**src/sv/msc_pkg.sv**
```systemverilog
// Shared types, widths, constants and helpers for the magnetometer calibration unit.
// Used by every module of the block; depends on nothing.
package msc_pkg;

  localparam int RAW_W     = 16;
  localparam int SENS_W    = 16;
  localparam int HI_W      = 24;
  localparam int ROW_W     = 48;
  localparam int COEF_W    = 16;
  localparam int M_W       = 34;
  localparam int PROD_W    = M_W + COEF_W;
  localparam int ACC_W     = PROD_W + 2;
  localparam int FRAC_SH   = 14;
  localparam int Q_W       = ACC_W + 1 - FRAC_SH;
  localparam int FIELD_W   = 32;
  localparam int CNT_W     = 32;
  localparam int CFG_IDX_W = 3;
  localparam int NUM_AXES  = 3;

  localparam logic signed [RAW_W-1:0] OVF_LIMIT = -16'sd2048;
  localparam logic [ACC_W:0] ROUND_HALF = (ACC_W + 1)'(8192);

  localparam logic [SENS_W-1:0] SENS_RESET  = 16'd4096;
  localparam logic [HI_W-1:0]   HI_RESET    = 24'd0;
  localparam logic [ROW_W-1:0]  ROW_X_RESET = 48'h0000_0000_4000;
  localparam logic [ROW_W-1:0]  ROW_Y_RESET = 48'h0000_4000_0000;
  localparam logic [ROW_W-1:0]  ROW_Z_RESET = 48'h4000_0000_0000;

  typedef enum logic [CFG_IDX_W-1:0] {
    CFG_SENS   = 3'd0,
    CFG_HI_X   = 3'd1,
    CFG_HI_Y   = 3'd2,
    CFG_HI_Z   = 3'd3,
    CFG_ROW_X  = 3'd4,
    CFG_ROW_Y  = 3'd5,
    CFG_ROW_Z  = 3'd6
  } cfg_idx_e;

  typedef enum logic [1:0] {
    ST_IDLE,
    ST_CORR,
    ST_CALC,
    ST_LOAD
  } state_e;

  typedef struct packed {
    logic signed [RAW_W-1:0] raw_first;
    logic signed [RAW_W-1:0] raw_second;
    logic signed [RAW_W-1:0] raw_third;
  } in_word_t;

  typedef struct packed {
    logic                      status;
    logic signed [FIELD_W-1:0] field_x;
    logic signed [FIELD_W-1:0] field_y;
    logic signed [FIELD_W-1:0] field_z;
    logic [CNT_W-1:0]          sample_number;
  } out_word_t;

  typedef logic signed [M_W-1:0] m_val_t;
  typedef m_val_t [NUM_AXES-1:0] m_vec_t;

  typedef struct packed {
    logic                      done;
    logic signed [FIELD_W-1:0] value;
  } lane_res_t;

  function automatic logic signed [FIELD_W-1:0] round_sat(input logic signed [ACC_W-1:0] acc);
    logic [ACC_W:0]          t;
    logic signed [Q_W-1:0]   q;
    logic [Q_W-FIELD_W:0]    top_bits;
    logic signed [FIELD_W-1:0] res;
    t = {acc[ACC_W-1], acc} + ROUND_HALF;
    q = $signed(t[ACC_W:FRAC_SH]);
    top_bits = q[Q_W-1:FIELD_W-1];
    if (top_bits == '0 || top_bits == '1) begin
      res = q[FIELD_W-1:0];
    end else if (q[Q_W-1]) begin
      res = {1'b1, {(FIELD_W-1){1'b0}}};
    end else begin
      res = {1'b0, {(FIELD_W-1){1'b1}}};
    end
    return res;
  endfunction

endpackage

```
**src/sv/msc_axis_lane.sv**
```systemverilog
// One axis correction lane: sign remap, sensitivity scale and hard-iron offset.
// Depends on msc_pkg for widths.
module msc_axis_lane (
  input  logic                                 clk,
  input  logic                                 load,
  input  logic                                 negate,
  input  logic signed [msc_pkg::RAW_W-1:0]     raw,
  input  logic [msc_pkg::SENS_W-1:0]           sens,
  input  logic [msc_pkg::HI_W-1:0]             offset,
  output msc_pkg::m_val_t                      m
);

  logic signed [msc_pkg::RAW_W:0]       axis_v;
  logic signed [msc_pkg::SENS_W:0]      sens_v;
  logic signed [msc_pkg::M_W-1:0]       prod;
  logic signed [msc_pkg::M_W-1:0]       off_v;
  msc_pkg::m_val_t                      m_r;
  msc_pkg::m_val_t                      m_nxt;

  always_comb begin
    axis_v = negate ? -$signed({raw[msc_pkg::RAW_W-1], raw}) : $signed({raw[msc_pkg::RAW_W-1], raw});
    sens_v = $signed({1'b0, sens});
    prod   = axis_v * sens_v;
    off_v  = $signed({{(msc_pkg::M_W - msc_pkg::HI_W){offset[msc_pkg::HI_W-1]}}, offset});
    m_nxt  = prod - off_v;
  end

  always_ff @(posedge clk) begin
    if (load) begin
      m_r <= m_nxt;
    end
  end

  assign m = m_r;

endmodule

```
**config.mk**
```make
export PLATFORM = sky130hd
export DESIGN_NAME = msc_axis_lane
export DESIGN_NICKNAME = d
export VERILOG_FILES = /design/src/sv/msc_pkg.sv /design/src/sv/msc_axis_lane.sv
export SDC_FILE = /design/constraint.sdc
export NUM_CORES = 1
export LEC_CHECK = 0
export ABC_AREA = 1
export BUFFER_PORTS_ARGS = -buffer_cell sky130_fd_sc_hd__buf_4
export CAP_MARGIN = 20
export CORE_AREA = 2 2 202 204
export CTS_CLUSTER_SIZE = 30
export DETAILED_ROUTE_END_ITERATION = 16
export DIE_AREA = 0 0 204 206
export MAX_ROUTING_LAYER = met4
export PLACE_DENSITY = 0.52
export SKIP_LAST_GASP = 1
export SYNTH_ARGS = -nofsm -noshare
export SYNTH_HDL_FRONTEND = slang
export SYNTH_SLANG_ARGS = --single-unit
export TNS_END_PERCENT = 30
```
**constraint.sdc**
```tcl
create_clock -name clk -period 7.8 [get_ports clk]
set_input_delay 1.56 -clock clk [delete_from_list [all_inputs] [get_ports clk]]
set_output_delay 1.56 -clock clk [all_outputs]
set_load 0.05 [all_outputs]
```
==> impl_metrics.yaml <==
run_status:
  status: "completed"
place:
  place_area_um2: 15600
  port_buffers: 92
  place.detailed.hpwl_um: 34000
  place.gp.congestion: 0.892
critical_path:
  arrival_ns: 7.54
  critPathMaxFanout: 10
  crit_type: "primary input to register"
  critPathLaunchType: "primary input"
  crit_required_ns: 7.84
  cp-end-kind: "register"
finish:
  largest_reg_flops: 34
  n_antenna_cell: 0
  layout_common_cells: "499 x inv_1, 347 x nand2_1, 298 x fa_1"
  layout.nets: 2367
  fillers: 4211
  final_cell_area_um2: 15900
  drive_above_1_share_pct: 13.0
  layout_commonest_cell: "inv_1"
  area_delta_synth_final_pct: 15.3
route:
  viasPerCell: 4.56
  dr_total_vias: 11100
  wl_per_cell_um: 15.5
  drt_first_pass_iters: 5
  drt_iter0_drc: 551
  drc: 0
  ant_nets: 0
  drt_wl_total_um: 38000
cts:
  htreeDepth: 2
  clock_sinks: 34
  cts_buffers: 5
  hold_buffers: 0
  cts_tree: "done"
  clkSlewWorstSetupHoldPaths_ns: 0.06
  clockBufferDepth: 2
  cts_root_buf: "clkbuf_16"
yosys:
  synthCells: 1757
  seq_area_frac_synth_pct: 7.40
  ys_warn_count: 0
  synth_top_area_share_pct: 43.4
  syn_nets: 2214
  synth.avg_cell_area_um2: 7.85
  synth.area.top_cells: "fa_1 43%, inv_1 14%, nand2_1 9.4%"
  synth.distinct_cells: 41
  synth_area_leader_cell: "fa_1"
  ys_ff_latch: 34
  syn-cell-area_um2: 13800
die:
  start_util_pct: 34.3
  die_width_um: 204
  ioPinCount: 93
  coreArea_um2: 40200
  rows: 74
  die_h_um: 206
  dieArea_um2: 42000
sta:
  period_minus_slack_ns: 7.49
  slew_headroom_pct: 53.3
  setup_viol: 0
  fmax_ghz: 0.133
  rsz0062_at_grt: "no"
  tightest_slew_ns: 0.699
  hold_viol: 0
  period_share_pct: 96.1
  timing.hold.ws_ns: 1.59
  slew_viol_final: 0
hold_path:
  hold_class: "primary input to register"
global_routing:
  grt_max_degree: 35
  grt_pass1_wl_um: 62900
  antenna_found_initial: 0
  globalRouteOverflowTotal: 0
  grtUsageTotal_pct: 19.9
  first_global_vias: 12200
job:
  max-cap-violations: 0
[path summary, 6_finish.rpt]
path | start | to | cells past startpoint
worst min-delay path | offset[0] | m[0]$_DFFE_PP_ | 2
worst max-delay path | raw[1] | m[21]$_DFFE_PP_ | 28
[layer usage]
| metal | GRT usage, % | vias up | wire [um] |
|---|---|---|---|
| li1 | - | 5344 | - |
| met1 | 24.1 | 5541 | 16200 |
| met2 | 36.4 | 185 | 19700 |
| met3 | 1.37 | 52 | 1080 |
| met4 | 4.27 | 0 | 960 |
| met5 | - | - | 0 |
[Yosys cell counts (all sizes together)]
library cell / instances
clkbuf: 21
xor2: 24
inv: 510
nand2b: 1
buf: 18
nand3: 81
o21bai: 6
nor3b: 1
nand3b: 1
or2: 5
fa: 299
a21oi: 40
nor2: 212
nor4: 1
xnor2: 6
nand4: 10
o21ai: 19
and2: 2
ha: 99
nor3: 6
edfxtp: 34
a21o: 2
clkinv: 5
nand2: 354
[area by class of cell]
class,instances,area [um^2],area share (%)
Multi-Input combinational cell,1169,10700,67.5
Inverter,515,1940,12.2
Timing Repair Buffer,185,1410,8.84
Sequential cell,34,1020,6.42
Tap cell,532,666,4.19
Clock buffer,5,125,0.787
Clock inverter,1,3.75,0.0236
[cell families after synthesis]
kind of cell | synth area share, %
AOI/OAI and AO/OA | 2.68
buffers and inverters | 15.5
xor gates and xnor gates | 2.01
adders and majority gates | 52.4
DFF | 7.40
and+or+nand+nor | 20.0
[what timing repair did]
action | 4_1_cts | 5_1_grt
gates resized for setup | 0 | 33
buffers inserted | 0 | 3
setup endpoints to repair | 0 | 17
[worst max-delay path, stage by stage]
cell	delay, ns
buf_4	0.11
inv_1	0.10
ha_2	0.25
nand4_4	0.15
o21ai_1	0.18
or2_2	0.14
nand2_2	0.07
inv_1	0.10
buf_6	0.18
nor2_1	0.08
fa_1	0.56
inv_1	0.05
fa_1	0.48
fa_1	0.52
inv_1	0.06
fa_1	0.56
fa_1	0.43
fa_1	0.46
ha_1	0.43
nand2_1	0.13
nor2_1	0.20
inv_1	0.10
nor2_1	0.13
nand2_1	0.07
nand2_1	0.18
nand2_1	0.11
nand3_1	0.08
nand2_1	0.06
[stage by stage]
| stage | setup slack [ns] | util [%] | TNS (ns) | std cells |
|---|---|---|---|---|
| CTS | 0.186 | 39.2 | 0 | 2438 |
| global route | 0.0290 | 39.6 | 0 | 2441 |
| finish | 0.305 | 39.6 | 0 | 2441 |
| floorplan | 0.323 | - | 0 | 1757 |
| global placement | 0.0152 | 38.9 | 0 | 2432 |
| detailed placement | -0.125 | 38.9 | -0.482 | 2432 |
Power is left out: the tool's default activity adds up to more than one toggle a clock period on the data nets, which glitch-free logic cannot reach.
