--- config.mk ---
export PLATFORM = sky130hd
export DESIGN_NAME = msc_row_lane
export DESIGN_NICKNAME = d
export VERILOG_FILES = /design/src/sv/msc_pkg.sv /design/src/sv/msc_row_lane.sv
export SDC_FILE = /design/constraint.sdc
export NUM_CORES = 2
export LEC_CHECK = 0
export ABC_AREA = 1
export CORE_MARGIN = 2
export CORE_UTILIZATION = 60
export CTS_CLUSTER_SIZE = 20
export DETAILED_ROUTE_END_ITERATION = 8
export DONT_BUFFER_PORTS = 1
export GPL_TIMING_DRIVEN = 0
export PLACE_DENSITY = 0.81
export SYNTH_ARGS = -nofsm -noshare
export SYNTH_HDL_FRONTEND = slang
export SYNTH_SLANG_ARGS = --single-unit
--- constraint.sdc ---
create_clock -name clk -period 7.6 [get_ports clk]
set_clock_uncertainty 0.2 [all_clocks]
set_input_delay 0.38 -clock clk [delete_from_list [all_inputs] [get_ports clk]]
set_output_delay 0.38 -clock clk [all_outputs]
set_load 0.02 [all_outputs]
--- src/sv/msc_pkg.sv ---
// Shared types, widths, constants and helpers for the magnetometer calibration unit.
// Used by every module of the block; depends on nothing.
package msc_pkg;

  localparam int RAW_W     = 16;
  localparam int SENS_W    = 16;
  localparam int HI_W      = 24;
  localparam int ROW_W     = 48;
  localparam int COEF_W    = 16;
  localparam int M_W       = 34;
  localparam int PROD_W    = M_W + COEF_W;
  localparam int ACC_W     = PROD_W + 2;
  localparam int FRAC_SH   = 14;
  localparam int Q_W       = ACC_W + 1 - FRAC_SH;
  localparam int FIELD_W   = 32;
  localparam int CNT_W     = 32;
  localparam int CFG_IDX_W = 3;
  localparam int NUM_AXES  = 3;

  localparam logic signed [RAW_W-1:0] OVF_LIMIT = -16'sd2048;
  localparam logic [ACC_W:0] ROUND_HALF = (ACC_W + 1)'(8192);

  localparam logic [SENS_W-1:0] SENS_RESET  = 16'd4096;
  localparam logic [HI_W-1:0]   HI_RESET    = 24'd0;
  localparam logic [ROW_W-1:0]  ROW_X_RESET = 48'h0000_0000_4000;
  localparam logic [ROW_W-1:0]  ROW_Y_RESET = 48'h0000_4000_0000;
  localparam logic [ROW_W-1:0]  ROW_Z_RESET = 48'h4000_0000_0000;

  typedef enum logic [CFG_IDX_W-1:0] {
    CFG_SENS   = 3'd0,
    CFG_HI_X   = 3'd1,
    CFG_HI_Y   = 3'd2,
    CFG_HI_Z   = 3'd3,
    CFG_ROW_X  = 3'd4,
    CFG_ROW_Y  = 3'd5,
    CFG_ROW_Z  = 3'd6
  } cfg_idx_e;

  typedef enum logic [1:0] {
    ST_IDLE,
    ST_CORR,
    ST_CALC,
    ST_LOAD
  } state_e;

  typedef struct packed {
    logic signed [RAW_W-1:0] raw_first;
    logic signed [RAW_W-1:0] raw_second;
    logic signed [RAW_W-1:0] raw_third;
  } in_word_t;

  typedef struct packed {
    logic                      status;
    logic signed [FIELD_W-1:0] field_x;
    logic signed [FIELD_W-1:0] field_y;
    logic signed [FIELD_W-1:0] field_z;
    logic [CNT_W-1:0]          sample_number;
  } out_word_t;

  typedef logic signed [M_W-1:0] m_val_t;
  typedef m_val_t [NUM_AXES-1:0] m_vec_t;

  typedef struct packed {
    logic                      done;
    logic signed [FIELD_W-1:0] value;
  } lane_res_t;

  function automatic logic signed [FIELD_W-1:0] round_sat(input logic signed [ACC_W-1:0] acc);
    logic [ACC_W:0]          t;
    logic signed [Q_W-1:0]   q;
    logic [Q_W-FIELD_W:0]    top_bits;
    logic signed [FIELD_W-1:0] res;
    t = {acc[ACC_W-1], acc} + ROUND_HALF;
    q = $signed(t[ACC_W:FRAC_SH]);
    top_bits = q[Q_W-1:FIELD_W-1];
    if (top_bits == '0 || top_bits == '1) begin
      res = q[FIELD_W-1:0];
    end else if (q[Q_W-1]) begin
      res = {1'b1, {(FIELD_W-1){1'b0}}};
    end else begin
      res = {1'b0, {(FIELD_W-1){1'b1}}};
    end
    return res;
  endfunction

endpackage

--- src/sv/msc_row_lane.sv ---
// One soft-iron row lane: multiply-accumulate over three axes, then round and saturate.
// Depends on msc_pkg for widths, lane result type and round_sat.
module msc_row_lane (
  input  logic                        clk,
  input  logic                        rst_n,
  input  logic                        start,
  input  msc_pkg::m_vec_t             m,
  input  logic [msc_pkg::ROW_W-1:0]   row,
  output msc_pkg::lane_res_t          res
);

  localparam logic [2:0] LAST_STEP = 3'd4;

  logic [2:0]                          step_r;
  logic                                busy_r;
  logic                                done_r;
  logic signed [msc_pkg::PROD_W-1:0]   prod_r;
  logic signed [msc_pkg::PROD_W-1:0]   prod_nxt;
  logic signed [msc_pkg::ACC_W-1:0]    acc_r;
  logic signed [msc_pkg::FIELD_W-1:0]  value_r;
  logic signed [msc_pkg::M_W-1:0]      m_sel;
  logic signed [msc_pkg::COEF_W-1:0]   coef_sel;

  always_comb begin
    unique case (step_r[1:0])
      2'd0: begin
        m_sel    = $signed(m[0]);
        coef_sel = $signed(row[msc_pkg::COEF_W-1:0]);
      end
      2'd1: begin
        m_sel    = $signed(m[1]);
        coef_sel = $signed(row[2*msc_pkg::COEF_W-1:msc_pkg::COEF_W]);
      end
      2'd2: begin
        m_sel    = $signed(m[2]);
        coef_sel = $signed(row[3*msc_pkg::COEF_W-1:2*msc_pkg::COEF_W]);
      end
      default: begin
        m_sel    = '0;
        coef_sel = '0;
      end
    endcase
    if (step_r[2]) begin
      prod_nxt = '0;
    end else begin
      prod_nxt = m_sel * coef_sel;
    end
  end

  always_ff @(posedge clk) begin
    if (!rst_n) begin
      busy_r <= 1'b0;
      step_r <= '0;
      done_r <= 1'b0;
    end else begin
      done_r <= 1'b0;
      if (start) begin
        busy_r <= 1'b1;
        step_r <= '0;
      end else if (busy_r) begin
        step_r <= step_r + 3'd1;
        if (step_r == LAST_STEP) begin
          busy_r <= 1'b0;
          done_r <= 1'b1;
        end
      end
    end
  end

  always_ff @(posedge clk) begin
    if (start) begin
      prod_r <= '0;
      acc_r  <= '0;
    end else if (busy_r) begin
      prod_r <= prod_nxt;
      acc_r  <= acc_r + msc_pkg::ACC_W'(prod_r);
      if (step_r == LAST_STEP) begin
        value_r <= msc_pkg::round_sat(acc_r);
      end
    end
  end

  assign res.done  = done_r;
  assign res.value = value_r;

endmodule

==> run summary <==
total met3 wirelength after detailed routing: 17300 µm
TritonCTS Buffers: 17
drt first pass iters: 8
clk sinks: 139
Chip Height: 231 µm
Synth top cells by count: nand2_1 (1266), inv_1 (1011), nor2_1 (601)
DP HPWL: 95800 µm
DIE WIDTH: 231 µm
Worst Path Required: 7720 ps
post-synth cell types: 45
number of flops mapped to enable cells by yosys: 32
sequential area share after synthesis: 10.0%
Remaining Overflow, GRT: 0
Period Utilization, post-route: 98.3%
max-slew violations: 0
vias in the first global route: 29.0k
final hold vios: 0
initial antenna violation count: 2
top_reg_cell synth: dfxtp_1
Max-Cap Viols: 0
CORE AREA: 51200 µm²
routed wire length: 113000 µm
Clock transition at path regs: 70 ps
outcome: completed
Post-route DRC: 0
Seq cells post-synth: 139
CTS tree: built
CP arrival: 7590 ps
most common cell in the netlist: nand2_1
GRT Overall Usage: 42.5%
initial core utilization: 60.5%
Layout fillers: 4673
final setup violating endpoints: 0
gp weighted congestion: 1.07
crit path max fanout: 10
io pins: 186
FF+latch area: 3110 µm²
# nets final: 5433
met1 WL: 45600 µm
post-route cell area: 33300 µm²
synthesized netlist cell count: 4544
mapped cell area: 31000 µm²
clock latency on the worst-skew pair: 450 ps
I/O Buffers: 0
Syn Area/Cell: 6.82 µm²
minimum clock period: 7470 ps
Slowest cell on crit path: fa_1
synth top area cells: fa_1 (33%), nand2_1 (15%), inv_1 (12%), nor2_1 (7.3%), ha_1 (7.0%)
total number of H-tree levels: 4
fmax: 134 MHz
CTS Buffer Depth: 2
share of layout cells above drive strength 1: 5.76%
top layer in use: met5
Multi-input gate area: 24200 µm²
leading area contributor after synthesis: fa_1
pre-CTS setup slack: -1510 ps
Via density: 5.76
Mapped Nets: 5386
Setup crit end kind: flop
largest net degree at the start of global routing: 23
Met2 Wirelength: 44800 µm
first-pass GRT wire length: 169000 µm
Largest stage delay, worst path: 540 ps
TNS Setup: 0 ps
Yosys top cell area share: 33.3%
vias post-DR: 30.4k
DIE AREA: 53500 µm²
Yosys warning count: 0
wire per inst: 21.3 µm
Layout area overhead: 7.60%
Max-slew headroom: 36.0%
DP Area: 31900 µm²
HP Class: input port to flop
worst slew pin tran: 960 ps
First DRT Iteration DRCs: 3975
Root Driver: clkbuf_16
# rows: 83
ys async rst share: 0%
critical path type: flop to flop
post-route ant nets: 0
CP Launch Type: flop
final setup margin: 129 ps
sequential cells by signal, indices dropped and copies added (netlist names):
register  count
step_r        3
prod_r       50
busy_r        1
acc_r        52
done_r        1
value_r      32
per-stage QoR:
step	utilization [%]	hold slack, ps	cells
6_report	65.1	89.4	5285
5_1_grt	65.1	115	5284
4_1_cts	64.1	64.9	5262
3_5_place_dp	62.2	269	5225
3_3_place_gp	62.2	265	5224
2_1_floorplan	-	250	4544
critical path, delay by kind of cell, from the launching register on:
family	cells	cell delay, ps
fa+ha+maj	8	3610
simple gates	12	1810
buf+inv	10	1260
compound gates	1	80
flops	1	350
cell type report:
type                            instances  share of cell area (%)
Clock inverter                         10                   0.248
Multi-Input combinational cell       3283                    72.5
Inverter                             1016                    11.5
Sequential cell                       139                    9.31
Antenna cell                            1                 0.00750
Buffer                                105                    1.76
Tap cell                              680                    2.55
Clock buffer                           22                    1.43
Timing Repair Buffer                   29                   0.683
cell families (layout without fill, tap and decap cells):
logic type                 Yosys count  count (layout)  synth area share [%]
buffers and inverters             1123            1182                  13.8
xor gates and xnor gates            65              65                  1.84
DFF                                139             139                  10.0
AOI/OAI and AO/OA                  348             348                  5.97
other                                0               1                     0
adders and majority gates          689             689                  40.3
and+or+nand+nor                   2180            2181                  28.1
per-layer routing:
layer,up-vias,track usage [%]
met5,-,0
met1,14500,60.6
met4,4,15.1
met3,341,16.0
met2,1946,58.7
li1,13600,-
final timing paths:
| check | startpoint | cells after the start | slack [ps] | endpoint |
|---|---|---|---|---|
| max | step_r[1]$_SDFFE_PP0P_ | 31 | 130 | prod_r[39]$_SDFFE_PP0P_ |
| min | start | 3 | 90 | acc_r[28]$_SDFFE_PP0P_ |
| max reg2reg | step_r[1]$_SDFFE_PP0P_ | 31 | 130 | prod_r[39]$_SDFFE_PP0P_ |
| min reg2reg | prod_r[12]$_SDFFE_PP0P_ | 2 | 280 | prod_r[12]$_SDFFE_PP0P_ |
layout by cell type, fill, tap and decap left out, drive strengths merged, types with 2 or more instances in the layout:
cell / synthesis / layout
dfxtp: 107 / 107
xor2: 51 / 51
o21bai: 20 / 20
clkinvlp: 0 / 9
clkbuf: 84 / 110
a21oi: 204 / 204
a21o: 5 / 5
buf: 23 / 45
nor3: 16 / 16
o21ai: 101 / 101
nand3b: 8 / 8
edfxtp: 32 / 32
a21boi: 4 / 4
o211ai: 4 / 4
o21a: 2 / 2
nor4: 6 / 6
clkinv: 3 / 5
inv: 1013 / 1012
or2: 5 / 5
nand4: 49 / 49
ha: 174 / 174
xnor2: 14 / 14
fa: 515 / 515
a31oi: 3 / 3
nor2: 605 / 605
nand2: 1271 / 1272
nand3: 217 / 217
timing repair:
| action | CTS | global route |
|---|---|---|
| endpoints found under the setup margin | 42 | 39 |
| hold buffers | 1 | 0 |
| cloned | 0 | 1 |
| hold endpoints to repair | 5 | 0 |
| setup buffers | 6 | 21 |
| gates resized for setup | 125 | 139 |
| pin swaps | 1 | 13 |
Power is left out: the tool's default activity adds up to more than one toggle a clock period on the data nets, which glitch-free logic cannot reach.
