--- config.mk ---
export PLATFORM = sky130hd
export DESIGN_NAME = msc_merge
export DESIGN_NICKNAME = d
export VERILOG_FILES = /design/src/sv/msc_pkg.sv /design/src/sv/msc_merge.sv
export SDC_FILE = /design/constraint.sdc
export NUM_CORES = 1
export LEC_CHECK = 0
export ABC_AREA = 1
export BUFFER_PORTS_ARGS = -buffer_cell sky130_fd_sc_hd__buf_2
export CORE_MARGIN = 5
export CORE_UTILIZATION = 40
export CTS_BUF_LIST = sky130_fd_sc_hd__clkbuf_2
export CTS_CLUSTER_SIZE = 28
export DETAILED_ROUTE_END_ITERATION = 10
export GPL_TIMING_DRIVEN = 1
export PLACE_DENSITY = 0.7
export SLEW_MARGIN = 20
export SYNTH_ARGS = -nofsm -noshare
export SYNTH_HDL_FRONTEND = slang
export SYNTH_SLANG_ARGS = --single-unit
--- constraint.sdc ---
create_clock -name clk -period 1.4 [get_ports clk]
set_clock_uncertainty 0.05 [all_clocks]
set_input_delay 0.21 -clock clk [delete_from_list [all_inputs] [get_ports clk]]
set_output_delay 0.21 -clock clk [all_outputs]
set_load 0.02 [all_outputs]
--- src/sv/msc_pkg.sv ---
// Shared types, widths, constants and helpers for the magnetometer calibration unit.
// Used by every module of the block; depends on nothing.
package msc_pkg;

  localparam int RAW_W     = 16;
  localparam int SENS_W    = 16;
  localparam int HI_W      = 24;
  localparam int ROW_W     = 48;
  localparam int COEF_W    = 16;
  localparam int M_W       = 34;
  localparam int PROD_W    = M_W + COEF_W;
  localparam int ACC_W     = PROD_W + 2;
  localparam int FRAC_SH   = 14;
  localparam int Q_W       = ACC_W + 1 - FRAC_SH;
  localparam int FIELD_W   = 32;
  localparam int CNT_W     = 32;
  localparam int CFG_IDX_W = 3;
  localparam int NUM_AXES  = 3;

  localparam logic signed [RAW_W-1:0] OVF_LIMIT = -16'sd2048;
  localparam logic [ACC_W:0] ROUND_HALF = (ACC_W + 1)'(8192);

  localparam logic [SENS_W-1:0] SENS_RESET  = 16'd4096;
  localparam logic [HI_W-1:0]   HI_RESET    = 24'd0;
  localparam logic [ROW_W-1:0]  ROW_X_RESET = 48'h0000_0000_4000;
  localparam logic [ROW_W-1:0]  ROW_Y_RESET = 48'h0000_4000_0000;
  localparam logic [ROW_W-1:0]  ROW_Z_RESET = 48'h4000_0000_0000;

  typedef enum logic [CFG_IDX_W-1:0] {
    CFG_SENS   = 3'd0,
    CFG_HI_X   = 3'd1,
    CFG_HI_Y   = 3'd2,
    CFG_HI_Z   = 3'd3,
    CFG_ROW_X  = 3'd4,
    CFG_ROW_Y  = 3'd5,
    CFG_ROW_Z  = 3'd6
  } cfg_idx_e;

  typedef enum logic [1:0] {
    ST_IDLE,
    ST_CORR,
    ST_CALC,
    ST_LOAD
  } state_e;

  typedef struct packed {
    logic signed [RAW_W-1:0] raw_first;
    logic signed [RAW_W-1:0] raw_second;
    logic signed [RAW_W-1:0] raw_third;
  } in_word_t;

  typedef struct packed {
    logic                      status;
    logic signed [FIELD_W-1:0] field_x;
    logic signed [FIELD_W-1:0] field_y;
    logic signed [FIELD_W-1:0] field_z;
    logic [CNT_W-1:0]          sample_number;
  } out_word_t;

  typedef logic signed [M_W-1:0] m_val_t;
  typedef m_val_t [NUM_AXES-1:0] m_vec_t;

  typedef struct packed {
    logic                      done;
    logic signed [FIELD_W-1:0] value;
  } lane_res_t;

  function automatic logic signed [FIELD_W-1:0] round_sat(input logic signed [ACC_W-1:0] acc);
    logic [ACC_W:0]          t;
    logic signed [Q_W-1:0]   q;
    logic [Q_W-FIELD_W:0]    top_bits;
    logic signed [FIELD_W-1:0] res;
    t = {acc[ACC_W-1], acc} + ROUND_HALF;
    q = $signed(t[ACC_W:FRAC_SH]);
    top_bits = q[Q_W-1:FIELD_W-1];
    if (top_bits == '0 || top_bits == '1) begin
      res = q[FIELD_W-1:0];
    end else if (q[Q_W-1]) begin
      res = {1'b1, {(FIELD_W-1){1'b0}}};
    end else begin
      res = {1'b0, {(FIELD_W-1){1'b1}}};
    end
    return res;
  endfunction

endpackage

--- src/sv/msc_merge.sv ---
// Merging stage: joins the three row results, status and sample count into the output word.
// Depends on msc_pkg for the output word and lane result types.
module msc_merge (
  input  logic                 clk,
  input  logic                 rst_n,
  input  logic                 load,
  input  logic                 ovf,
  input  msc_pkg::lane_res_t   res_x,
  input  msc_pkg::lane_res_t   res_y,
  input  msc_pkg::lane_res_t   res_z,
  output logic                 free,
  output logic                 out_valid,
  input  logic                 out_stall,
  output msc_pkg::out_word_t   out_data
);

  logic                        valid_r;
  logic [msc_pkg::CNT_W-1:0]   count_r;
  logic [msc_pkg::CNT_W-1:0]   count_nxt;
  msc_pkg::out_word_t          data_r;
  msc_pkg::out_word_t          data_nxt;

  assign free      = !valid_r || !out_stall;
  assign count_nxt = count_r + msc_pkg::CNT_W'(1);

  always_comb begin
    if (ovf) begin
      data_nxt        = '0;
      data_nxt.status = 1'b1;
    end else begin
      data_nxt.status        = 1'b0;
      data_nxt.field_x       = res_x.value;
      data_nxt.field_y       = res_y.value;
      data_nxt.field_z       = res_z.value;
      data_nxt.sample_number = count_nxt;
    end
  end

  always_ff @(posedge clk) begin
    if (!rst_n) begin
      valid_r <= 1'b0;
      count_r <= '0;
    end else begin
      if (load) begin
        valid_r <= 1'b1;
      end else if (!out_stall) begin
        valid_r <= 1'b0;
      end
      if (load && !ovf) begin
        count_r <= count_nxt;
      end
    end
  end

  always_ff @(posedge clk) begin
    if (load) begin
      data_r <= data_nxt;
    end
  end

  assign out_valid = valid_r;
  assign out_data  = data_r;

  a_count_step: assert property (@(posedge clk) disable iff (!rst_n)
    ##1 (count_r == $past(count_r) || count_r == $past(count_r) + msc_pkg::CNT_W'(1)))
    else $error("sample counter moved by more than one");

  a_count_only_valid: assert property (@(posedge clk) disable iff (!rst_n)
    (load && ovf) |=> count_r == $past(count_r))
    else $error("overflow word advanced the sample counter");

  a_ovf_zero: assert property (@(posedge clk) disable iff (!rst_n)
    (valid_r && data_r.status) |-> (data_r.field_x == '0 && data_r.field_y == '0 &&
                                    data_r.field_z == '0 && data_r.sample_number == '0))
    else $error("overflow word carries nonzero fields");

endmodule

==> impl.org <==
** Finish
- Area Overhead vs Synth :: 62.4%
- The final layout contains 1229 nets.
- Post-Layout Inst Area :: around 11000 um2
- Fraction of final layout cells with drive strength greater than 1 :: 39.5%
- Core Util, Final :: between 60 and 70%
- Number of fill cells :: between 1k and 1.5k

** Routing
- The first routing iteration left ~370 violations.
- Mean number of vias per cell :: ~4.8
- Antenna Violating Nets Remaining :: 0
- Detailed-route via count :: between 6k and 7k
- For this run, design rule violations remaining after detail routing come to 0.
- After detailed routing, the average wire length per cell comes to ~17 um.
- The final layout contains routed wiring with a total length of ~23 mm.
- Initial DRT Pass Iterations :: 5

** Timing
- Setup repair after global routing could not meet its margin everywhere.
- Max Fclk :: between 500 and 600 MHz
- Final setup violation count :: 185
- The number of hold violations in the final report was 0.
- Worst-margin pin slew :: 545 ps
- Final Slew Violations :: 0
- After layout, the minimum clock period comes to approximately 1700 ps.
- Fin Setup TNS :: -35410 ps
- Post-route fraction of the period consumed by the critical path :: 124%
- Tightest slew margin relative to the limit :: about 64%
- After layout, the worst setup slack is -333 ps.

** Yosys
- The synthesized design devotes to its leading area cell type between 50 and 60% of total area.
- Top-count cell post-synth :: inv_1
- The synthesized design spends more area on one cell type than any other, namely edfxtp_1.
- Counting instances in the post-synthesis netlist gives the leading cell types as inv_1, nor2_1, edfxtp_1.
- Combinational family with the most area after synthesis :: simple AND/OR/NAND/NOR gates
- Synthesized Nets :: 840
- Synthesis produced a netlist whose cell count is 735.
- Register area share after synthesis :: between 60% and 70%
- The portion of synthesized area spent on multiplexers is 0%.
- Share of the synthesized area in compound gates (AO/OA/AOI/OAI) :: around 4.5%
- Synthesis-stage register bit count :: 162
- A synthesized cell averages about 9.5 um2.
- Warnings, synthesis :: 0
- Unique masters post-synth :: 22
- The synthesized netlist devotes 0.179% of its cell area to adder and majority cells.
- Yosys mapped a number of flops with a built-in enable equal to roughly 130.
- After Yosys synthesis, and, or, nand and nor cells account for around a fifth of the synthesized area.
- After synthesis, the cell types taking the most area are edfxtp_1, dfxtp_1, inv_1.
- Of the total synthesized cell area, the portion taken by XOR and XNOR cells is approximately 1.1%.
- FFs w/ async S/R, synth :: 0%
- In this run the cell area of the synthesized design comes to around 7000 um2.
- The most used flip-flop cell after synthesis is edfxtp_1.

** Hold path
- The worst hold path belongs to the class input pin to register.

** Power and ir drop
- Power spread over the standard cell area amounts to roughly 900 nW/um2.
- Internal power consumption :: about 7.2 mW
- Overall power consumption after layout is estimated at around 10 mW.
- IR analysis of the VDD net gives a maximum drop of roughly 500 uV.
- Combinational logic is responsible for a little under a fifth of the overall power.
- Sw power :: between 3 and 4 mW
- P_leak :: between 5 and 6 nW
- Of the total power, the clock network draws around a quarter.
- Registers are responsible for a little under three fifths of the overall power.
- In this run switching power makes up between 30% and 40% of total power.

** Clock tree
- Counting every sink on the clock net gives about 160.
- Maximum buffer depth of the clock tree :: 2
- Later-pin clock latency in the skew report :: 760 ps
- TritonCTS buffer count :: 17
- Clock root buffer :: clkbuf_2
- TritonCTS built the clock tree.
- CTS clk-pin slew, worst paths :: just under 300 ps
- CTS HTree Levels :: 4

** Job
- Number of violations of the max-capacitance limit :: 0

** Floorplan
- For this configuration, the core starts out at a cell density of 40.5%.
- During I/O placement, the number of pins put on the boundary was roughly 240.
- The die is ~140 um wide.
- The floorplan step defined a die boundary enclosing between 20000 and 25000 um2.
- In this run the vertical extent of the chip is ~140 um.
- Total number of placement rows :: 48
- The total area inside the core boundary comes to 17200 um2.

** GRT
- The first global-routing pass estimated roughly 31 mm of wire.
- The via count of the first global-routing pass was approximately 6.4k.
- Global routing used 19.8% of the available tracks.
- The initial antenna violation count came to 1.
- Global routing finished with a remaining overflow of 0.
- Entering global routing, the biggest net connects between 80 and 90 pins.

** Setup path
- Of all nets on the critical path, the largest fanout is 5.
- The worst register-to-register path has a setup slack of -330 ps.
- Startpoint class of the critical path :: register
- Arrival time of data at the critical path endpoint :: 2200 ps
- Following the worst setup path forward leads to its endpoint at out_data[29].
- STA classifies the critical path endpoint as a register.
- Critical Path RT :: 1870 ps
- Depth of the most critical reg-to-reg path :: 9
- The endpoint identified for the worst register-to-register timing path is out_data[29].
- R2R Path Start :: count_r[1]
- Tracing the worst setup path back leads to its startpoint at count_r[1].
- The worst setup path is of the register to register kind.

** Status
- The flow ran to the end, but the final reports show violations.
- Failing checks :: setup timing

** Placement
- During placement, the flow inserted port buffers numbering ~230.
- Post-place setup slack :: -184 ps
- Detailed placement finished with a half-perimeter wire length of 12.9 mm.
- At the end of routability-driven placement, the weighted congestion stood at around 0.85.
- Cell area after placement :: 8710 um2
[metal layers]
metal  GRT usage, %  vias up  routed length [um]
met1           21.2     3116                8130
met4           6.21        0                 692
li1               -     3072                   -
met2           37.9      290               12600
met3           4.97       57                1590
met5              0        -                   0
[timing repair]
action | CTS | global route
hold buffers | 102 | 1
pin swaps | 33 | 42
setup endpoints to repair | 181 | 187
hold endpoints to repair | 255 | 1
gates resized for setup | 162 | 190
setup buffers | 9 | 11
[power groups by stage]
stage	Combinational (mW)	Sequential, mW	Clock, mW
after floorplan	0.342	6.13	0
after global placement	1.34	5.75	0
after detailed placement	1.36	5.77	0
after CTS	1.72	5.69	2.61
after global routing	2.05	5.77	2.83
final	1.93	5.74	2.57
[cells in the final DEF, fill, tap and decap left out, types with 2 or more instances in the layout]
cell type      instances
nor2_4                15
dfxtp_4                5
dfxtp_2               15
nand3_2               15
nand2_8                3
clkbuf_2              17
clkinv_4               2
buf_4                 42
dfxtp_1               13
nand4_1                2
inv_1                160
nand3_1               20
xor2_1                 3
o21ai_4                3
dlygate4sd3_1        102
nand2_4                5
inv_6                  6
buf_12                 6
diode_2                2
buf_6                112
o21ai_2                4
o21ai_0                2
nor2_1               134
a21oi_1               32
clkinvlp_4             4
buf_2                130
nand2_1               84
a21oi_2               19
xnor2_4                4
nand3b_1               2
nor2_2                 7
nand2_2               28
edfxtp_1             129
[registers in the layout, indices dropped and copies added, names as in the netlist]
| register | cells |
|---|---|
| out_data | 129 |
| out_valid | 1 |
| count_r | 32 |
[how the worst min path moves through the flow]
stage,startpoint,end,slack [ps],depth (start not counted)
2_1_floorplan,ovf,out_data[128],260,0
3_3_place_gp,rst_n,count_r[2],420,3
3_5_place_dp,rst_n,count_r[0],420,3
4_1_cts,load,count_r[6],-10,6
5_1_grt,load,count_r[7],10,6
6_report,load,count_r[7],70,6
[cells by family (layout without fill, tap and decap cells)]
family	after synthesis	in the layout
other cells	0	2
fa+ha+maj	1	1
buf+inv	184	586
flops	162	162
xor+xnor	9	9
compound gates	62	62
simple gates	317	317
[layout make-up]
cell class	instances	area, um2	share of cell area [%]
repair buffers	393	3380	29.8
well taps	225	282	2.48
flip-flops and latches	162	4570	40.3
multi-input cells	389	2260	19.9
inverters	161	604	5.33
clock inverters	15	145	1.28
diodes	2	5.00	0.0442
clock buffers	17	85.1	0.751
[through the flow]
step,instances,hold slack [ps]
2_1_floorplan,735,259
3_3_place_gp,1208,425
3_5_place_dp,1208,421
4_1_cts,1351,-11.2
5_1_grt,1363,14.7
6_report,1364,71.8
[critical path, stage by stage (launching register included)]
cell and delay [ps]:
dfxtp_4 430, buf_6 100, nand2_4 40, nor2_4 200, buf_6 170, nand2_8 70, nor2_4 200, nand2_1 100
nand2_2 80, a21oi_2 50
No activity file was read; power rests on OpenSTA's default activity.
